`config.mk`:
```
export PLATFORM = sky130hd
export DESIGN_NAME = wrws_alu
export DESIGN_NICKNAME = d
export VERILOG_FILES = /design/src/rtl/core/wrws_pkg.sv /design/src/rtl/core/wrws_alu.sv
export SDC_FILE = /design/constraint.sdc
export NUM_CORES = 1
export LEC_CHECK = 0
export ABC_AREA = 1
export BUFFER_PORTS_ARGS = -buffer_cell sky130_fd_sc_hd__buf_4
export CORE_MARGIN = 3
export CORE_UTILIZATION = 41
export DETAILED_ROUTE_END_ITERATION = 7
export PLACE_DENSITY_LB_ADDON = 0.05
export SYNTH_ARGS = -nofsm -noshare
export SYNTH_HDL_FRONTEND = slang
export SYNTH_SLANG_ARGS = --single-unit
```
`constraint.sdc`:
```
create_clock -name clk -period 7.8 [get_ports clk]
set_clock_uncertainty 0.05 [all_clocks]
set_input_delay 1.56 -clock clk [delete_from_list [all_inputs] [get_ports clk]]
set_output_delay 1.56 -clock clk [all_outputs]
set_load 0.01 [all_outputs]
```
`src/rtl/core/wrws_pkg.sv`:
```
// Shared package of the weighted random walk step block.
// Holds payload structs, opcodes, status codes and the arithmetic unit control types.
// No dependencies.
package wrws_pkg;

  // Default sizing, handed to the top level parameters
  localparam int WRWS_MAX_NODES     = 64;
  localparam int WRWS_WEIGHT_BITS   = 16;
  localparam int WRWS_FRACTION_BITS = 16;

  // Configuration register indexes and reset values
  localparam logic [0:0]  REG_NODE_COUNT    = 1'b0;
  localparam logic [0:0]  REG_PATH_LENGTH   = 1'b1;
  localparam logic [6:0]  NODE_COUNT_RESET  = 7'd64;
  localparam logic [15:0] PATH_LENGTH_RESET = 16'd40;

  // Request operation codes
  localparam logic [1:0] OP_WRITE = 2'd0;
  localparam logic [1:0] OP_START = 2'd1;
  localparam logic [1:0] OP_STEP  = 2'd2;

  // Result status codes
  localparam logic [1:0] STATUS_NODE     = 2'd0;
  localparam logic [1:0] STATUS_DEAD     = 2'd1;
  localparam logic [1:0] STATUS_FINISHED = 2'd2;

  // One request transaction
  typedef struct packed {
    logic [1:0]  operation;
    logic [5:0]  row_node;
    logic [5:0]  column_node;
    logic [15:0] edge_weight;
    logic [15:0] random_fraction;
  } request_t;

  // One result transaction
  typedef struct packed {
    logic [5:0]  next_node;
    logic [15:0] position;
    logic [1:0]  status;
    logic        walk_done;
  } result_t;

  // Shared arithmetic unit operations
  typedef enum logic [2:0] {
    ALU_HOLD,
    ALU_CLR,
    ALU_ADD,
    ALU_LATCH,
    ALU_MAC,
    ALU_THR
  } alu_op_t;

  typedef struct packed {
    alu_op_t op;
    logic    mul_bit;
  } alu_ctrl_t;

  typedef struct packed {
    logic acc_zero;
    logic hit;
  } alu_stat_t;

endpackage

```
`src/rtl/core/wrws_alu.sv`:
```
// Shared accumulate unit: row sum, shift-add scaling of the fraction,
// rounded-up threshold and running-sum compare. Depends on wrws_pkg.
module wrws_alu import wrws_pkg::*; #(
  parameter int OPERAND_W     = 16,
  parameter int SUM_W         = 23,
  parameter int FRACTION_BITS = 16
) (
  input  logic                 clk,
  input  alu_ctrl_t            ctrl,
  input  logic [OPERAND_W-1:0] operand,
  output alu_stat_t            stat
);

  localparam int PROD_W = FRACTION_BITS + SUM_W;

  logic [PROD_W-1:0] acc;
  logic [SUM_W-1:0]  sum;
  logic [SUM_W-1:0]  thr;
  logic [PROD_W-1:0] base;
  logic [PROD_W-1:0] addend;
  logic [PROD_W-1:0] total;
  logic [SUM_W-1:0]  ceil_q;

  // Single shared adder; MAC shifts the accumulator first
  always_comb begin
    addend = '0;
    case (ctrl.op)
      ALU_ADD: addend = PROD_W'(operand);
      ALU_MAC: addend = ctrl.mul_bit ? PROD_W'(sum) : '0;
      default: addend = '0;
    endcase
    base   = (ctrl.op == ALU_MAC) ? (acc << 1) : acc;
    total  = base + addend;
    // ceil(product / 2^FRACTION_BITS), never above the row sum
    ceil_q = acc[PROD_W-1:FRACTION_BITS] + SUM_W'(|acc[FRACTION_BITS-1:0]);
  end

  assign stat.hit      = (total >= PROD_W'(thr));
  assign stat.acc_zero = (acc == '0);

  always_ff @(posedge clk) begin
    case (ctrl.op)
      ALU_CLR: acc <= '0;
      ALU_ADD: acc <= total;
      ALU_MAC: acc <= total;
      ALU_LATCH: begin
        sum <= acc[SUM_W-1:0];
        acc <= '0;
      end
      ALU_THR: begin
        thr <= ceil_q;
        acc <= '0;
      end
      default: ;
    endcase
  end

endmodule

```
# Word-level counts from Yosys, hierarchy flattened
# Cells that the tools add are included.
[word_totals]
regBits = 85
in_bits = 21
output_inout_bits = 2
word_cells = 20
[op_classes]
add_sub_neg = 2
magnitude_cmp = 1
n_eq_ne = 5
mux = 4
reduce_logical = 5
[ops]
columns = ["op", "n"]
rows = [
  ["one-hot mux 39 bit (2 select lines)", 1],
  ["one-hot mux 23 bit (2 select lines)", 1],
  ["adder 39 bit", 1],
  ["greater-or-equal comparator 39 x 23 -> 1 bit", 1],
  ["logical NOT 39 bit", 1],
  ["two-way mux 39 bit", 1],
  ["adder 23 x 1 -> 23 bit", 1],
  ["two-way mux 23 bit", 1],
  ["OR reduction 16 bit", 1],
  ["equality test 3 x 2 -> 1 bit (second input constant)", 2],
  ["equality test 3 bit (second input constant)", 2],
  ["equality test 3 x 1 -> 1 bit (second input constant)", 1],
  ["OR reduction 3 bit", 1],
  ["nonzero test 2 bit", 1],
  ["OR reduction 2 bit", 1],
]

# Logic depth before layout (Yosys ltp)
# Gate-level depths: netlist (run 1).
[logic_depth]
word_depth = 4
ltp_mapped = 32
ltp_nobuf = 30

# Least setup slack after synthesis (run 1)
# OpenSTA, ideal clock, no wires.
[synth_path]
path_kind = "input port to output port"
start = "input port ctrl[3] (netlist name)"
end = "output port stat[0] (netlist name)"
arrival_time_ps = 5112
t_required_ps = 6190
setup_slack_ps = 1078
stages = 32
path_buffers = 4
path_cell_list = "buf_2 -> nand2_4 -> buf_6 -> clkbuf_1 -> inv_2 -> clkbuf_1 -> nor2_1 -> ha_1 -> inv_1 -> fa_1 -> inv_1 -> nand3_1 -> nand2_1 -> nand2_1 -> nand2_1 -> nand2_1 -> nand2_1 -> nand2_1 -> nand3_1 -> xor2_1 -> inv_1 -> ha_1 -> nand2_1 -> nor2_1 -> nand4_1 -> nor4_1 -> nand3_1 -> nand2_1 -> inv_1 -> nand2_1 -> nor2_1 -> nand2_1"
[synth_lines]
columns = ["item", "line_no", "rtl"]
rows = [
  ["start, declared", "wrws_alu.sv:9", "input alu_ctrl_t ctrl,"],
  ["end, declared", "wrws_alu.sv:11", "output alu_stat_t stat"],
]

==> results of run 1 <==
[worst max path at each step]
stage,startpoint,endpoint,cells after the start
after floorplan,ctrl[3],stat[0],32
after global placement,ctrl[2],stat[0],28
after detailed placement,ctrl[2],stat[0],28
after CTS,ctrl[2],stat[0],28
after global routing,ctrl[2],stat[0],32
final,ctrl[3],stat[0],23
[sequential cells by signal, indices dropped and copies added (netlist names)]
signal,flops
acc,39
sum,23
thr,23
[layout make-up]
class / instances / area share
Clock buffer: 9 / 0.0280
Clock inverter: 7 / 0.0157
Inverter: 177 / 0.0830
Multi-Input combinational cell: 751 / 0.492
Sequential cell: 85 / 0.318
Tap cell: 225 / 0.0350
Timing Repair Buffer: 31 / 0.0290
[logic make-up after synthesis]
kind of cell / after synthesis / synth area share
flops: 85 / 0.351
simple gates: 571 / 0.340
buf+inv: 205 / 0.109
fa+ha+maj: 49 / 0.0854
xor+xnor: 43 / 0.0518
compound gates: 88 / 0.0628
[through the flow]
stage	instances	worst slack (ps)	utilization
after CTS	1285	342	0.463
after global placement	1269	426	0.442
after floorplan	1041	1080	-
final	1285	576	0.463
after global routing	1285	85.3	0.463
after detailed placement	1269	373	0.442
[cells in the mapped netlist (8+ instances only)]
cell type / instances / area, um2
xnor2_1: 10 / 87.6
nand2_2: 8 / 50.1
clkbuf_1: 20 / 75.1
nand4_1: 13 / 81.3
nor2_1: 117 / 439
o21ai_0: 42 / 210
inv_1: 175 / 657
nand2_1: 296 / 1110
a21oi_1: 37 / 185
xor2_1: 33 / 289
nand3_1: 94 / 470
nor4_1: 12 / 75.1
nor3_1: 8 / 40.0
edfxtp_1: 85 / 2550
ha_1: 48 / 601
[power by group through the flow]
stage | logic [mW] | registers (mW) | clock network, mW
detailed placement | 0.420 | 0.617 | 0
CTS | 0.422 | 0.607 | 0.532
finish | 0.421 | 0.607 | 0.525
global route | 0.478 | 0.613 | 0.551
floorplan | 0.301 | 0.592 | 0
global placement | 0.421 | 0.618 | 0
[worst reg2reg max path, stage by stage (launching register included)]
cell and delay, ps:
edfxtp_1 490, nor4_1 710, nand4_1 450, ha_1 350
ha_1 200, nand2_1 70, nor2_1 60, nand3_1 130
nor3_2 80, and3_1 180, nand3_1 120, nor2_1 80
nand3_1 90, xor2_1 70
[routing by layer]
| metal | wire (um) | global-route usage |
|---|---|---|
| met5 | 0 | 0 |
| met3 | 633 | 0.0276 |
| met2 | 10800 | 0.402 |
| met1 | 10200 | 0.306 |
| met4 | 566 | 0.0762 |
[what timing repair did]
item,in CTS,in global routing
endpoints found under the setup margin,0,1
resized for setup,0,3
hold buffers,0,0
hold endpoints to repair,0,0
setup buffers,0,0
==> impl_metrics.yaml, run 1 <==
die:
  ios: 23
  die_x_um: 139
  start_util: 0.419
  core_area_um2: 17400
  rows: 48
  die_h_um: 139
  die_area_um2: 19400
worst_setup_path:
  cp-start-kind: "primary input"
  r2r_end: "thr[22]"
  timing.rr.start: "acc[15]"
  critical_path_class: "primary input to output port"
  crit_buf_inv: 5
  cp_data_arrival_time_ps: 5610
  cpLargestDelayFamily: "simple AND/OR/NAND/NOR gates"
  cp-end-kind: "output port"
  cp.required_ps: 6190
  crit_slowest_cell: "buf_4"
  cp_cell_sequence: "buf_4 -> nand2_4 -> buf_4 -> o21ai_0 -> ha_1 -> a21oi_1 -> nand2_1 -> a21oi_1 -> nand3_1 -> xnor2_1 -> inv_1 -> ha_1 -> nand2_1 -> nor2_1 -> nand4_1 -> nor4_2 -> nand3_1 -> nand2_1 -> inv_1 -> nand2_1 -> nor2_1 -> nand2_1 -> buf_4"
  reg2reg_depth: 13
  worst_path_largest_cell_delay_ps: 470
  r2r_slack_ps: 4420
  crit_top_cell: "nand2_1"
  worstPathMaxFanout: 47
synthesis:
  ys_seq_elements: 85
  synth_area_um2: 7270
  async_reset_ff_frac: 0
  synth_edf_count: 85
  synth_nets: 1111
  syn_inst: 1041
  synth.distinct_cells: 38
  avgSynthCellArea_um2: 6.98
  synthFlopType: "edfxtp_1"
  yosysSeqAreaShare: 0.351
  yosys_warnings: 0
clocking:
  clock-sinks: 85
  ctsHtreeMaxLevel: 3
  root_buffer: "clkbuf_16"
  numCtsBuffers: 9
  cts_tree: "done"
  cts_buffer_depth: 2
  clkLatencyLatePin_ps: 360
  path_clk_slew_ps: 80
sta:
  final-hold-violation-count: 0
  max_freq_mhz: 138
  min_period_over_period: 0.926
  report.final.slew_viol_count: 0
  setup_violations: 0
  setup_tns_ps: 0
  tightest_slew_ps: 801
  max_slew_margin: 0.461
  rsz0062_at_grt: "false"
  period_needed_ps: 7220
  whs_ps: 425
grt:
  antenna_found_initial: 0
  grt_start_max_net_pins: 48
  first_global_vias: 6291
  track_usage: 0.233
  grt_overflow: 0
  grt_first_pass_wirelength_mm: 35.1
power:
  p_leak_nw: 3.94
  totalPowerFinal_mw: 1.55
  power_frac_clock: 0.338
  internal_power_mw: 1.02
  switching_share: 0.345
  p_seq_frac: 0.391
  combPwrFrac: 0.271
  vdd_drop_max_uv: 106
  p_sw_mw: 0.536
  powerDensity_nw_per_um2: 193
finish:
  syn2layout_area_growth_pct: 10.5
  fin_area_um2: 8040
  nets: 1125
  final_cell_mix: "296 x nand2_1, 175 x inv_1, 116 x nor2_1, 94 x nand3_1, 85 x edfxtp_1"
  final_common_cell: "nand2_1"
  nFillCells: 1854
  final-seq-area_um2: 2550
  multiInputGateArea_um2: 3950
  drive_gt1_frac: 0.0717
  antennaDiodeCount: 0
job:
  cap_violations: 0
place:
  gp_congestion: 0.929
  port_buffers: 22
  dp.final_hpwl_mm: 17.7
  place_area_um2: 7680
hold_path:
  hold_depth: 0
  hold_path.startpoint: "acc[19]"
  hold_class: "flip-flop to flip-flop"
  hold_end: "sum[19]"
routing:
  post-route-drc-count: 0
  routed_wl_mm: 22.2
  ant_nets: 0
  first_iter_violations: 483
  dr.pass1.iters: 5
  num_vias: 6469
  wl_per_cell_um: 17.2
  vias_per_cell: 5.03
status:
  status: "complete, no violations"
No activity file was read; power rests on OpenSTA's default activity.
==> inputs of run 2 (changes only) <==
Settings changed: CELL_PAD_IN_SITES_DETAIL_PLACEMENT from default to 0, CELL_PAD_IN_SITES_GLOBAL_PLACEMENT from default to 1.
==> run 2 against run 1 <==
- sequential share of layout area grew 0.20 points
- maximum frequency shrank 1.9%
- largest cell class unchanged
- highest routed layer unchanged
- core utilization shrank 0.29 points
- die area is the same
==> impl_metrics.yaml, run 2 (synthesized netlist as in run 1, its figures left out) <==
finish:
  nFillCells: 1862
  nets: 1125
  top_register: "acc"
  final_cell_mix: "296 x nand2_1, 175 x inv_1, 116 x nor2_1, 94 x nand3_1, 85 x edfxtp_1"
  antennaDiodeCount: 0
  final_util: 0.460
  final_common_cell: "nand2_1"
  largest_registers: "acc x39, sum x23, thr x23"
  drive_gt1_frac: 0.0698
  fin_area_um2: 7990
  syn2layout_area_growth_pct: 9.84
  final_cells: 1285
  largest_reg_flops: 39
sta:
  max_slew_margin: 0.330
  tightest_slew_ps: 1000
  setup_tns_ps: 0
  whs_ps: 428
  min_period_over_period: 0.944
  max_freq_mhz: 136
  period_needed_ps: 7370
  final-hold-violation-count: 0
  setup_violations: 0
  rsz0062_at_grt: "false"
  report.final.slew_viol_count: 0
  finalWorstSetupSlack_ps: 434
hold_path:
  hold_class: "flip-flop to flip-flop"
  hold_path.startpoint: "acc[8]"
  hold_end: "sum[8]"
  hold_depth: 0
power:
  totalPowerFinal_mw: 1.49
  p_leak_nw: 3.92
  vdd_drop_max_uv: 113
  powerDensity_nw_per_um2: 187
worst_setup_path:
  r2r_end: "thr[14]"
  critical_path_class: "primary input to output port"
  r2r_slack_ps: 4730
  cp-start-kind: "primary input"
  cp_data_arrival_time_ps: 5760
  cp-end-kind: "output port"
  timing.rr.start: "acc[15]"
  reg2reg_depth: 12
  worstPathMaxFanout: 41
  cp.required_ps: 6190
grt:
  grt_first_pass_wirelength_mm: 36.3
  met3_usage: 0.0231
  grt_start_max_net_pins: 42
  track_usage: 0.245
  grt_util_met2: 0.426
  grt_util_met1: 0.298
  antenna_found_initial: 0
  first_global_vias: 6500
  grt_overflow: 0
  busiest_layer: "met2"
clocking:
  numCtsBuffers: 9
  ctsHtreeMaxLevel: 3
  ctsResizeCount: 0
  cts_buffer_depth: 2
  cts_tree: "done"
  clkLatencyLatePin_ps: 360
  postCtsSetupRepairBufs: 0
  root_buffer: "clkbuf_16"
  postCtsHoldBufs: 0
  clock-sinks: 85
  path_clk_slew_ps: 60
place:
  post-place-cells: 1269
  place_area_um2: 7680
  dp.final_hpwl_mm: 18.6
  port_buffers: 22
  place_ws_ps: 345
  gp_congestion: 0.903
routing:
  wl_per_cell_um: 18.0
  routed_wl_mm: 23.2
  ant_nets: 0
  dr.pass1.iters: 5
  num_vias: 6454
  post-route-drc-count: 0
  vias_per_cell: 5.02
  first_iter_violations: 336
status:
  status: "complete, no violations"
die:
  start_util: 0.419
  die_h_um: 139
  core_area_um2: 17400
  die_area_um2: 19400
  die_x_um: 139
  ios: 23
  rows: 48
job:
  cap_violations: 0
## run 2: worst max-delay path by stage
stage / end / from / cells past startpoint
after global routing: stat[0] / ctrl[2] / 32
after CTS: stat[0] / ctrl[2] / 32
after floorplan: stat[0] / ctrl[3] / 32
after detailed placement: stat[0] / ctrl[2] / 32
after global placement: stat[0] / ctrl[2] / 27
final: stat[0] / ctrl[2] / 25
## run 2: final cells by class
class	instances	area (um2)	share of cell area
Tap cell	225	282	0.0352
Timing Repair Buffer	31	233	0.0291
Clock buffer	10	229	0.0287
Sequential cell	85	2550	0.320
Inverter	177	667	0.0835
Clock inverter	6	78.8	0.00987
Multi-Input combinational cell	751	3950	0.494
## run 2: per-layer routing
metal / wire length [um] / vias up
li1: - / 3373
met1: 10000 / 2902
met2: 11300 / 125
met3: 619 / 54
met4: 1230 / 0
met5: 0 / -
## run 2: report_power, final
| group | internal (mW) | total [mW] | switching [mW] |
|---|---|---|---|
| Sequential | 0.562 | 0.606 | 0.0444 |
| Clock | 0.256 | 0.467 | 0.210 |
| Combinational | 0.136 | 0.418 | 0.282 |
## run 2: critical path: stages
cell	delay [ps]
buf_4	140
nor2_4	130
nand2_4	150
buf_4	310
o21ai_0	460
ha_1	370
nand2_1	120
inv_1	70
nand2_1	70
nand3_1	120
a21oi_1	170
nand3_1	230
xor2_1	230
ha_1	320
nand2_1	70
nor2_1	140
nand4_1	140
nor4_1	350
nand3_1	130
nand2_1	80
inv_1	40
nand2_1	80
nor2_1	60
nand2_1	70
buf_4	110
